`config.mk`:
```
export PLATFORM = sky130hd
export DESIGN_NAME = triac_firing_pulse_scheduler
export DESIGN_NICKNAME = d
export VERILOG_FILES = /design/src/hw/rtl/tfps_pkg.sv /design/src/hw/rtl/tfps_front.sv /design/src/hw/rtl/tfps_queue.sv /design/src/hw/rtl/tfps_back.sv /design/src/hw/rtl/triac_firing_pulse_scheduler.sv
export SDC_FILE = /design/constraint.sdc
export NUM_CORES = 2
export LEC_CHECK = 0
export BUFFER_PORTS_ARGS = -buffer_cell sky130_fd_sc_hd__buf_2
export CAP_MARGIN = 20
export CORE_MARGIN = 1
export CORE_UTILIZATION = 50
export CTS_CLUSTER_DIAMETER = 80
export DETAILED_ROUTE_END_ITERATION = 7
export GPL_TIMING_DRIVEN = 0
export PLACE_DENSITY = 0.65
export SYNTH_ARGS = -nofsm -noshare
export SYNTH_HDL_FRONTEND = slang
export SYNTH_SLANG_ARGS = --single-unit
```
`constraint.sdc`:
```
create_clock -name i_clk -period 8.3 [get_ports i_clk]
set_clock_uncertainty 0.2 [all_clocks]
set_input_delay 0.83 -clock i_clk [delete_from_list [all_inputs] [get_ports i_clk]]
set_output_delay 0.83 -clock i_clk [all_outputs]
set_load 0.01 [all_outputs]
```
`src/hw/rtl/tfps_pkg.sv`:
```
`timescale 1ns / 1ps
`default_nettype none
// ----------------------------------------------------------------------------
// Triac firing pulse scheduler package
// Shared types, codes and arithmetic constants for the scheduler blocks.
// ----------------------------------------------------------------------------
package tfps_pkg;

    // Mains half cycle length in timer ticks.
    localparam int unsigned HALF_PERIOD_TICKS = 20000;
    localparam logic [15:0] HALF_TICKS = 16'(HALF_PERIOD_TICKS);

    // Field widths.
    localparam int unsigned FUNC_W  = 2;
    localparam int unsigned DEG_W   = 8;
    localparam int unsigned CMP_W   = 16;
    localparam int unsigned CODE_W  = 2;

    // Request function codes on the input word.
    localparam logic [FUNC_W-1:0] FUNC_EVENT = 2'd0;
    localparam logic [FUNC_W-1:0] FUNC_DEG   = 2'd1;
    localparam logic [FUNC_W-1:0] FUNC_PCT   = 2'd2;

    // Clamp limits and divisors.
    localparam logic [DEG_W-1:0] DEG_SPAN  = 8'd180;
    localparam logic [DEG_W-1:0] DEG_LIMIT = 8'd160;
    localparam logic [DEG_W-1:0] PCT_LIMIT = 8'd100;

    // Division by a constant as a multiply by a rounded-up reciprocal.
    // With products below 2^23 both reciprocals give the exact quotient.
    localparam int unsigned RECIP_SHIFT = 30;
    localparam int unsigned RECIP_W     = 24;
    localparam int unsigned PROD_W      = DEG_W + CMP_W;
    localparam logic [RECIP_W-1:0] RECIP_180 =
        RECIP_W'(((1 << RECIP_SHIFT) + 179) / 180);
    localparam logic [RECIP_W-1:0] RECIP_100 =
        RECIP_W'(((1 << RECIP_SHIFT) + 99) / 100);

    // Depth of the queue between the front and the back.
    localparam int unsigned QUEUE_DEPTH = 2;
    localparam int unsigned QPTR_W      = $clog2(QUEUE_DEPTH);
    localparam int unsigned QCNT_W      = $clog2(QUEUE_DEPTH + 1);

    // Kind of a queued word.
    typedef enum logic [1:0] {
        KIND_EVENT = 2'd0,
        KIND_DEG   = 2'd1,
        KIND_PCT   = 2'd2
    } t_kind;

    // Timer output mode codes.
    typedef enum logic [CODE_W-1:0] {
        MODE_NONE     = 2'd0,
        MODE_INACTIVE = 2'd1,
        MODE_TOGGLE   = 2'd2
    } t_mode;

    // Request status codes.
    typedef enum logic [CODE_W-1:0] {
        STATUS_EVENT    = 2'd0,
        STATUS_ACCEPTED = 2'd1,
        STATUS_BUSY     = 2'd2
    } t_status;

    // Classified and clamped word passed from front to back.
    typedef struct packed {
        t_kind            kind;
        logic [DEG_W-1:0] angle;
        logic [DEG_W-1:0] width;
        logic             gate;
    } t_item;

    // Back sequencer states.
    typedef enum logic [2:0] {
        S_IDLE = 3'd0,
        S_C0   = 3'd1,
        S_MUL  = 3'd2,
        S_DIV  = 3'd3,
        S_LOAD = 3'd4
    } t_state;

endpackage
`default_nettype wire

```
`src/hw/rtl/tfps_front.sv`:
```
`timescale 1ns / 1ps
`default_nettype none
// ----------------------------------------------------------------------------
// Scheduler front end
// Accepts input words, drops unused codes, clamps set requests and
// pushes the classified word into the queue.
// ----------------------------------------------------------------------------
module tfps_front import tfps_pkg::*; (
    input  wire logic              i_in_valid,
    output logic                   o_in_ready,
    input  wire logic [FUNC_W-1:0] i_func,
    input  wire logic [DEG_W-1:0]  i_angle,
    input  wire logic [DEG_W-1:0]  i_width,
    input  wire logic              i_q_full,
    output logic                   o_push,
    output t_item                  o_item
);

    logic [DEG_W-1:0] deg_width;
    logic [DEG_W:0]   deg_sum;

    // Degree request: width limit, then angle plus width limit.
    assign deg_width = (i_width >= DEG_LIMIT) ? DEG_LIMIT : i_width;
    assign deg_sum   = {1'b0, i_angle} + {1'b0, deg_width};

    // A word is taken whenever the queue has room.
    assign o_in_ready = !i_q_full;

    // Classify and clamp.
    always_comb begin
        o_push = 1'b0;
        o_item = '{kind: KIND_EVENT, angle: i_angle, width: i_width, gate: 1'b0};
        unique case (i_func)
            FUNC_EVENT: begin
                o_push = i_in_valid && !i_q_full;
            end
            FUNC_DEG: begin
                o_push       = i_in_valid && !i_q_full;
                o_item.kind  = KIND_DEG;
                o_item.width = deg_width;
                if (deg_sum >= {1'b0, DEG_LIMIT}) begin
                    o_item.angle = DEG_LIMIT - deg_width;
                    o_item.gate  = 1'b0;
                end else begin
                    o_item.gate  = 1'b1;
                end
            end
            FUNC_PCT: begin
                o_push       = i_in_valid && !i_q_full;
                o_item.kind  = KIND_PCT;
                o_item.angle = (i_angle >= DEG_SPAN) ? DEG_SPAN : i_angle;
                o_item.width = (i_width >= PCT_LIMIT) ? PCT_LIMIT : i_width;
            end
            default: begin
                // Unused code: taken and dropped without a result.
                o_push = 1'b0;
            end
        endcase
    end

endmodule
`default_nettype wire

```
`src/hw/rtl/tfps_queue.sv`:
```
`timescale 1ns / 1ps
`default_nettype none
// ----------------------------------------------------------------------------
// Scheduler work queue
// Small first-in first-out buffer between the front and back ends.
// ----------------------------------------------------------------------------
module tfps_queue import tfps_pkg::*; (
    input  wire logic  i_clk,
    input  wire logic  i_rst_n,
    input  wire logic  i_push,
    input  wire t_item i_item,
    output logic       o_full,
    input  wire logic  i_pop,
    output logic       o_valid,
    output t_item      o_item
);

    t_item             r_slot [QUEUE_DEPTH];
    logic [QPTR_W-1:0] r_wr_ptr;
    logic [QPTR_W-1:0] r_rd_ptr;
    logic [QCNT_W-1:0] r_count;
    logic              do_push;
    logic              do_pop;

    assign o_full  = (r_count == QCNT_W'(QUEUE_DEPTH));
    assign o_valid = (r_count != '0);
    assign o_item  = r_slot[r_rd_ptr];
    assign do_push = i_push && !o_full;
    assign do_pop  = i_pop && o_valid;

    // Pointer and fill count.
    always_ff @(posedge i_clk) begin
        if (!i_rst_n) begin
            r_wr_ptr <= '0;
            r_rd_ptr <= '0;
            r_count  <= '0;
        end else begin
            if (do_push) begin
                r_wr_ptr <= (r_wr_ptr == QPTR_W'(QUEUE_DEPTH - 1)) ? '0 : r_wr_ptr + 1'b1;
            end
            if (do_pop) begin
                r_rd_ptr <= (r_rd_ptr == QPTR_W'(QUEUE_DEPTH - 1)) ? '0 : r_rd_ptr + 1'b1;
            end
            if (do_push && !do_pop) begin
                r_count <= r_count + 1'b1;
            end else if (do_pop && !do_push) begin
                r_count <= r_count - 1'b1;
            end
        end
    end

    // Slot storage.
    always_ff @(posedge i_clk) begin
        if (do_push) begin
            r_slot[r_wr_ptr] <= i_item;
        end
    end

endmodule
`default_nettype wire

```
`src/hw/rtl/tfps_back.sv`:
```
`timescale 1ns / 1ps
`default_nettype none
// ----------------------------------------------------------------------------
// Scheduler back end
// Steps the four-phase compare cycle on events and computes the pending
// compare set for accepted requests with a shared multiply sequencer.
// ----------------------------------------------------------------------------
module tfps_back import tfps_pkg::*; (
    input  wire logic              i_clk,
    input  wire logic              i_rst_n,
    input  wire logic              i_q_valid,
    input  wire t_item             i_q_item,
    output logic                   o_pop,
    output logic                   o_out_valid,
    input  wire logic              i_out_ready,
    output logic [CMP_W-1:0]       o_compare_value,
    output logic [CODE_W-1:0]      o_mode_change,
    output logic [CODE_W-1:0]      o_request_status
);

    localparam int unsigned WIDE_W = PROD_W + RECIP_W;

    // Scheduler state.
    t_state           r_state,  n_state;
    logic [1:0]       r_phase,  n_phase;
    logic [CMP_W-1:0] r_active  [4];
    logic [CMP_W-1:0] n_active  [4];
    logic [CMP_W-1:0] r_pending [4];
    logic [CMP_W-1:0] n_pending [4];
    logic             r_pend_valid, n_pend_valid;
    logic             r_gate,   n_gate;

    // Request job registers.
    logic             r_is_deg,   n_is_deg;
    logic [DEG_W-1:0] r_width,    n_width;
    logic             r_gate_new, n_gate_new;
    logic [PROD_W-1:0] r_prod,    n_prod;
    logic [CMP_W-1:0] r_c0,       n_c0;
    logic [CMP_W-1:0] r_quo,      n_quo;

    // Output register.
    logic             r_out_valid, n_out_valid;
    logic [CMP_W-1:0] r_out_cmp,   n_out_cmp;
    t_mode            r_out_mode,  n_out_mode;
    t_status          r_out_stat,  n_out_stat;

    logic              out_free;
    logic [PROD_W-1:0] mul_a;
    logic [CMP_W-1:0]  mul_b;
    logic [PROD_W-1:0] mul_p;
    logic [RECIP_W-1:0] div_recip;
    logic [WIDE_W-1:0] div_p;
    logic [CMP_W-1:0]  div_q;
    logic [CMP_W-1:0]  c1;

    assign out_free = !r_out_valid || i_out_ready;

    // Shared small multiplier: angle or width times full or remaining ticks.
    assign mul_p = PROD_W'(mul_a) * PROD_W'(mul_b);

    // Reciprocal multiplier for the constant divisions.
    assign div_recip = (r_state == S_C0 || r_is_deg) ? RECIP_180 : RECIP_100;
    assign div_p     = WIDE_W'(r_prod) * WIDE_W'(div_recip);
    assign div_q     = div_p[RECIP_SHIFT +: CMP_W];

    assign c1 = r_c0 + r_quo;

    // Next state and datapath.
    always_comb begin
        n_state      = r_state;
        n_phase      = r_phase;
        n_active     = r_active;
        n_pending    = r_pending;
        n_pend_valid = r_pend_valid;
        n_gate       = r_gate;
        n_is_deg     = r_is_deg;
        n_width      = r_width;
        n_gate_new   = r_gate_new;
        n_prod       = r_prod;
        n_c0         = r_c0;
        n_quo        = r_quo;
        n_out_valid  = r_out_valid && !i_out_ready;
        n_out_cmp    = r_out_cmp;
        n_out_mode   = r_out_mode;
        n_out_stat   = r_out_stat;
        o_pop        = 1'b0;
        mul_a        = PROD_W'(i_q_item.angle);
        mul_b        = HALF_TICKS;

        unique case (r_state)
            S_IDLE: begin
                if (i_q_valid && out_free) begin
                    o_pop = 1'b1;
                    unique case (i_q_item.kind)
                        KIND_EVENT: begin
                            // Compare match: take in a pending set at phase zero.
                            n_out_valid = 1'b1;
                            n_out_stat  = STATUS_EVENT;
                            n_phase     = r_phase + 2'd1;
                            if (r_pend_valid && r_phase == 2'd0) begin
                                n_active     = r_pending;
                                n_pend_valid = 1'b0;
                                n_out_cmp    = r_pending[0];
                                n_out_mode   = r_gate ? MODE_TOGGLE : MODE_INACTIVE;
                            end else begin
                                n_out_cmp    = r_active[r_phase];
                                n_out_mode   = MODE_NONE;
                            end
                        end
                        KIND_DEG, KIND_PCT: begin
                            if (r_pend_valid) begin
                                // A set still waits: reject without change.
                                n_out_valid = 1'b1;
                                n_out_cmp   = '0;
                                n_out_mode  = MODE_NONE;
                                n_out_stat  = STATUS_BUSY;
                            end else begin
                                n_is_deg   = (i_q_item.kind == KIND_DEG);
                                n_width    = i_q_item.width;
                                n_gate_new = i_q_item.gate;
                                n_prod     = mul_p;
                                n_state    = S_C0;
                            end
                        end
                        default: begin
                            n_state = S_IDLE;
                        end
                    endcase
                end
            end
            S_C0: begin
                // First edge offset: angle * ticks / 180.
                n_c0    = div_q;
                n_state = S_MUL;
            end
            S_MUL: begin
                // Width product over the full half cycle or the remainder.
                mul_a   = PROD_W'(r_width);
                mul_b   = r_is_deg ? HALF_TICKS : (HALF_TICKS - r_c0);
                n_prod  = mul_p;
                n_state = S_DIV;
            end
            S_DIV: begin
                n_quo   = div_q;
                n_state = S_LOAD;
            end
            S_LOAD: begin
                // Store the pending set and report acceptance.
                if (out_free) begin
                    n_pending[0] = r_c0;
                    n_pending[1] = c1;
                    n_pending[2] = r_c0 + HALF_TICKS;
                    n_pending[3] = c1 + HALF_TICKS;
                    n_pend_valid = 1'b1;
                    if (r_is_deg) begin
                        n_gate = r_gate_new;
                    end
                    n_out_valid = 1'b1;
                    n_out_cmp   = '0;
                    n_out_mode  = MODE_NONE;
                    n_out_stat  = STATUS_ACCEPTED;
                    n_state     = S_IDLE;
                end
            end
            default: begin
                n_state = S_IDLE;
            end
        endcase
    end

    // Control and scheduler state registers.
    always_ff @(posedge i_clk) begin
        if (!i_rst_n) begin
            r_state      <= S_IDLE;
            r_phase      <= '0;
            r_active     <= '{default: '0};
            r_pending    <= '{default: '0};
            r_pend_valid <= 1'b0;
            r_gate       <= 1'b0;
            r_out_valid  <= 1'b0;
        end else begin
            r_state      <= n_state;
            r_phase      <= n_phase;
            r_active     <= n_active;
            r_pending    <= n_pending;
            r_pend_valid <= n_pend_valid;
            r_gate       <= n_gate;
            r_out_valid  <= n_out_valid;
        end
    end

    // Job and output payload registers.
    always_ff @(posedge i_clk) begin
        r_is_deg   <= n_is_deg;
        r_width    <= n_width;
        r_gate_new <= n_gate_new;
        r_prod     <= n_prod;
        r_c0       <= n_c0;
        r_quo      <= n_quo;
        r_out_cmp  <= n_out_cmp;
        r_out_mode <= n_out_mode;
        r_out_stat <= n_out_stat;
    end

    assign o_out_valid      = r_out_valid;
    assign o_compare_value  = r_out_cmp;
    assign o_mode_change    = r_out_mode;
    assign o_request_status = r_out_stat;

endmodule
`default_nettype wire

```
`src/hw/rtl/triac_firing_pulse_scheduler.sv`:
```
`timescale 1ns / 1ps
`default_nettype none
// ----------------------------------------------------------------------------
// Triac firing pulse scheduler
// Phase-angle gate pulse scheduler: set requests compute four timer compare
// values, compare-match events step a four-phase cycle and emit them.
//
//   Channel  Handshake                 Word fields
//   input    i_in_valid / o_in_ready   i_func, i_angle, i_width
//   output   o_out_valid / i_out_ready o_compare_value, o_mode_change,
//                                      o_request_status
//
// An event or a rejected request is handled in the idle state of the back
// end; an accepted request steps through the C0, MUL, DIV and LOAD states
// of the shared sequencer. A two-word queue lets the front keep taking words
// while the back works or the output register waits. Reset is synchronous
// and clears the phase, both compare sets, the pending flag and the gate.
// ----------------------------------------------------------------------------
module triac_firing_pulse_scheduler import tfps_pkg::*; (
    input  wire logic              i_clk,
    input  wire logic              i_rst_n,
    input  wire logic              i_in_valid,
    output logic                   o_in_ready,
    input  wire logic [FUNC_W-1:0] i_func,
    input  wire logic [DEG_W-1:0]  i_angle,
    input  wire logic [DEG_W-1:0]  i_width,
    output logic                   o_out_valid,
    input  wire logic              i_out_ready,
    output logic [CMP_W-1:0]       o_compare_value,
    output logic [CODE_W-1:0]      o_mode_change,
    output logic [CODE_W-1:0]      o_request_status
);

    logic  q_full;
    logic  q_push;
    t_item q_in_item;
    logic  q_pop;
    logic  q_valid;
    t_item q_out_item;

    // Front end: classify and clamp.
    tfps_front u_front (
        .i_in_valid (i_in_valid),
        .o_in_ready (o_in_ready),
        .i_func     (i_func),
        .i_angle    (i_angle),
        .i_width    (i_width),
        .i_q_full   (q_full),
        .o_push     (q_push),
        .o_item     (q_in_item)
    );

    // Queue between the two ends.
    tfps_queue u_queue (
        .i_clk   (i_clk),
        .i_rst_n (i_rst_n),
        .i_push  (q_push),
        .i_item  (q_in_item),
        .o_full  (q_full),
        .i_pop   (q_pop),
        .o_valid (q_valid),
        .o_item  (q_out_item)
    );

    // Back end: phase cycle and compare computation.
    tfps_back u_back (
        .i_clk            (i_clk),
        .i_rst_n          (i_rst_n),
        .i_q_valid        (q_valid),
        .i_q_item         (q_out_item),
        .o_pop            (q_pop),
        .o_out_valid      (o_out_valid),
        .i_out_ready      (i_out_ready),
        .o_compare_value  (o_compare_value),
        .o_mode_change    (o_mode_change),
        .o_request_status (o_request_status)
    );

endmodule
`default_nettype wire

```
==> metrics.log <==
[metrics] CP Max Fanout: 10
[metrics] via count of the first global-routing pass: 21.92k
[metrics] Hold WC Path Type: flip-flop to flip-flop
[metrics] final worst-path cycle share: 98.30%
[metrics] buffer cell driving the clock tree root: sky130_fd_sc_hd__clkbuf_16
[metrics] total via count after detailed routing: 20.77k
[metrics] share of layout cells above drive strength 1: 6.832%
[metrics] Post-DP HPWL: 60,700 um
[metrics] width of the die: 242.1 um
[metrics] Clk pin slew, worst setup/hold paths: 60 ps
[metrics] fraction of registers with async set or reset after synthesis: 0%
[metrics] final-report setup violation count: 0
[metrics] wire length of the first global-routing pass: 118,400 um
[metrics] FF+latch count, synth: 245
[metrics] clock buffer count from CTS: 27
[metrics] worst path bufs/invs: 8
[metrics] die area: 0.05862 mm^2
[metrics] count of final max-slew check failures: 0
[metrics] violation count after the first detailed-routing iteration: 1,371
[metrics] number of buffers on the longest clock path: 3
[metrics] max-cap violations: 0
[metrics] Startpoint Class: flip-flop
[metrics] result of the run: finished, final reports clean
[metrics] required arrival time at the worst endpoint: 8340 ps
[metrics] final antenna-violating net count: 0
[metrics] floorplan row count: 87
[metrics] number of synthesized flops with an enable pin: 124
[metrics] Max Freq: 0.1226 GHz
[metrics] DIE HEIGHT: 242.1 um
[metrics] number of warning messages in the yosys log: 0
[metrics] endpoint arrival time on the critical path: 8200 ps
[metrics] CTS tree: built
[metrics] Slew headroom: 34.41%
[metrics] dominant register cell in the synthesized netlist: sky130_fd_sc_hd__edfxtp_1
[metrics] most common cell after layout, fill and taps aside: sky130_fd_sc_hd__inv_1
[metrics] worst stage delay on the critical path: 550 ps
[metrics] CP top delay family: adder cells
[metrics] DRC viols: 0
[metrics] Final Critical Period: 8159 ps
[metrics] core region area: 0.05671 mm^2
[metrics] cell count after synthesis: 2,986
[metrics] post-cts hold buffer count: 0
[metrics] aggregate routed wire length: 72,760 um
[metrics] Initial Util: 50.84%
[metrics] pin count of the biggest net entering global routing: 21
[metrics] total gr overflow: 0
[metrics] actual slew at the worst max-slew pin: 983.9 ps
[metrics] cell with the most instances on the worst path: sky130_fd_sc_hd__fa_1
[metrics] CTS sink cnt: 245
[metrics] leading cell types in the layout, fill and taps excluded: 662 x sky130_fd_sc_hd__inv_1, 424 x sky130_fd_sc_hd__fa_1, 358 x sky130_fd_sc_hd__ha_1
[metrics] number of antenna violations at the first check in global routing: 1
[metrics] total global routing track utilization: 25.57%
[metrics] filler cell count in the final layout: 5,014
[metrics] DR WL/cell: 18.85 um
[metrics] final hold violation count: 0
[metrics] library cells used by synthesis: 71
[metrics] number of nets at the end of the flow: 3,892
[metrics] sort of element at the end of the critical path: flip-flop
[metrics] post-synthesis to final-layout area growth: 8.432%
[metrics] IO Port Bufs: 43
[metrics] core utilization of the finished layout: 55.12%
[metrics] level count of the clock H-tree: 1
[metrics] mean instance size in the synthesized netlist: 9.655 um^2
[metrics] sequential-to-total area share from yosys stat: 21.32%
[metrics] detailed-routing iteration count for the pre-antenna-repair pass: 6
[metrics] critical path start-end classification: flip-flop to flip-flop
[metrics] final estimated routing congestion in global placement: 0.9399
[metrics] top-level I/O count: 44
[metrics] Netlist Area Pre-Place: 0.02883 mm^2
[metrics] ratio of routed vias to standard cells: 5.381
[metrics] clock insertion delay at the later pin of the skew report: 570 ps
[metrics] cell at the slowest stage of the critical path: sky130_fd_sc_hd__fa_1
worst min-delay path, cell delays in order (launching register included):
cell and delay [ps]:
sky130_fd_sc_hd__dfxtp_1 310, sky130_fd_sc_hd__nand2_1 50, sky130_fd_sc_hd__a21oi_1 50
final timing paths:
path / slack [ps] / cells past startpoint / to / start
max: 140 / 27 / u_back.r_quo[10] / u_back.r_state[0]
min: 250 / 2 / u_back.r_pending[12] / u_back.r_pending[12]
max reg2reg: 140 / 27 / u_back.r_quo[10] / u_back.r_state[0]
min reg2reg: 250 / 2 / u_back.r_pending[12] / u_back.r_pending[12]
cell usage after synthesis (all sizes together), types with 4 or more instances:
cell type / n / share of area, %
inv: 672 / 8.7
fa: 425 / 30
ha: 358 / 16
nand2: 324 / 4.2
a21oi: 168 / 2.9
nor2: 140 / 1.8
edfxtp: 124 / 13
dfxtp: 121 / 8.4
clkbuf: 82 / 1.1
xnor2: 61 / 1.9
and2: 44 / 0.95
o21ai: 44 / 0.76
a21o: 33 / 0.86
nor3: 32 / 0.56
nand3: 31 / 0.54
nor2b: 25 / 0.54
nand2b: 23 / 0.50
xor2: 21 / 0.64
a211oi: 20 / 0.52
or2: 20 / 0.43
mux2i: 17 / 0.59
o21a: 17 / 0.44
or3: 15 / 0.33
a31oi: 14 / 0.30
mux4: 11 / 0.86
nand4: 11 / 0.24
and3: 10 / 0.22
mux2: 10 / 0.39
nor3b: 9 / 0.27
o21bai: 9 / 0.23
a211o: 7 / 0.21
o211ai: 7 / 0.18
o31ai: 7 / 0.18
nor4: 6 / 0.13
nand3b: 5 / 0.13
nor4b: 5 / 0.15
o2111ai: 5 / 0.15
a221o: 4 / 0.14
a221oi: 4 / 0.12
or4: 4 / 0.13
through the flow:
stage                     hold slack, ps  worst slack [ps]  setup TNS [ps]  instance area [um^2]  std cells
after CTS                          253.0             21.70               0                 31170       3854
after detailed placement           243.4             -1639          -35810                 30050       3789
after global placement             239.6             -2029          -48900                 30000       3786
after global routing               269.3            -40.99          -76.60                 31260       3859
final                              253.9             141.2               0                 31260       3860
after floorplan                    228.7             447.2               0                 28830       2987
area by class of cell:
class                   count  area, um^2  share of cell area (%)
flip-flops and latches    245        6148                   19.67
clock buffers              37       733.2                   2.345
inverters                 672        2546                   8.145
repair buffers             71       450.4                   1.441
multi-input cells        1985       20010                   63.99
clock inverters             8       90.09                  0.2882
diodes                      1       2.502                0.008005
well taps                 756       945.9                   3.026
plain buffers              85       339.1                   1.085
per-layer routing:
metal  track usage [%]  wire length [um]  part of all wire [%]
met5                 0                 0                     0
met4             5.715              1895                   2.6
met3             2.803              4435                   6.1
met2             42.20             34060                    47
met1             36.29             32370                    44
cell families (layout without fill, tap and decap cells):
kind of cell | Yosys count | in the layout | share of synthesized area, %
adder cells (fa/ha/maj) | 783 | 783 | 45.05
buffers and inverters | 757 | 873 | 9.856
AND/OR/NAND/NOR | 709 | 709 | 11.32
AO/OA/AOI/OAI | 371 | 371 | 8.116
flip-flops | 245 | 245 | 21.32
XOR/XNOR | 82 | 82 | 2.491
multiplexers | 38 | 38 | 1.840
other | 1 | 3 | 0.01301
repair_timing:
action,CTS,global route
setup buffers,20,4
resized for setup,54,24
pin swaps,4,10
cloned,0,0
setup endpoints to repair,32,20
sequential cells by signal (all words and copies together) (netlist names), 2 cells and up, named ones only:
signal / count
u_back.r_quo: 16
u_back.o_mode_change: 2
u_back.r_active: 54
u_back.o_request_status: 2
u_back.r_state: 3
u_back.r_prod: 24
u_back.r_c0: 16
u_back.r_width: 8
u_queue.r_count: 2
u_back.o_compare_value: 16
u_queue.r_slot: 38
u_back.r_pending: 54
u_back.r_phase: 2
Power is left out: the tool's default activity adds up to more than one toggle a clock period on the data nets, which glitch-free logic cannot reach.
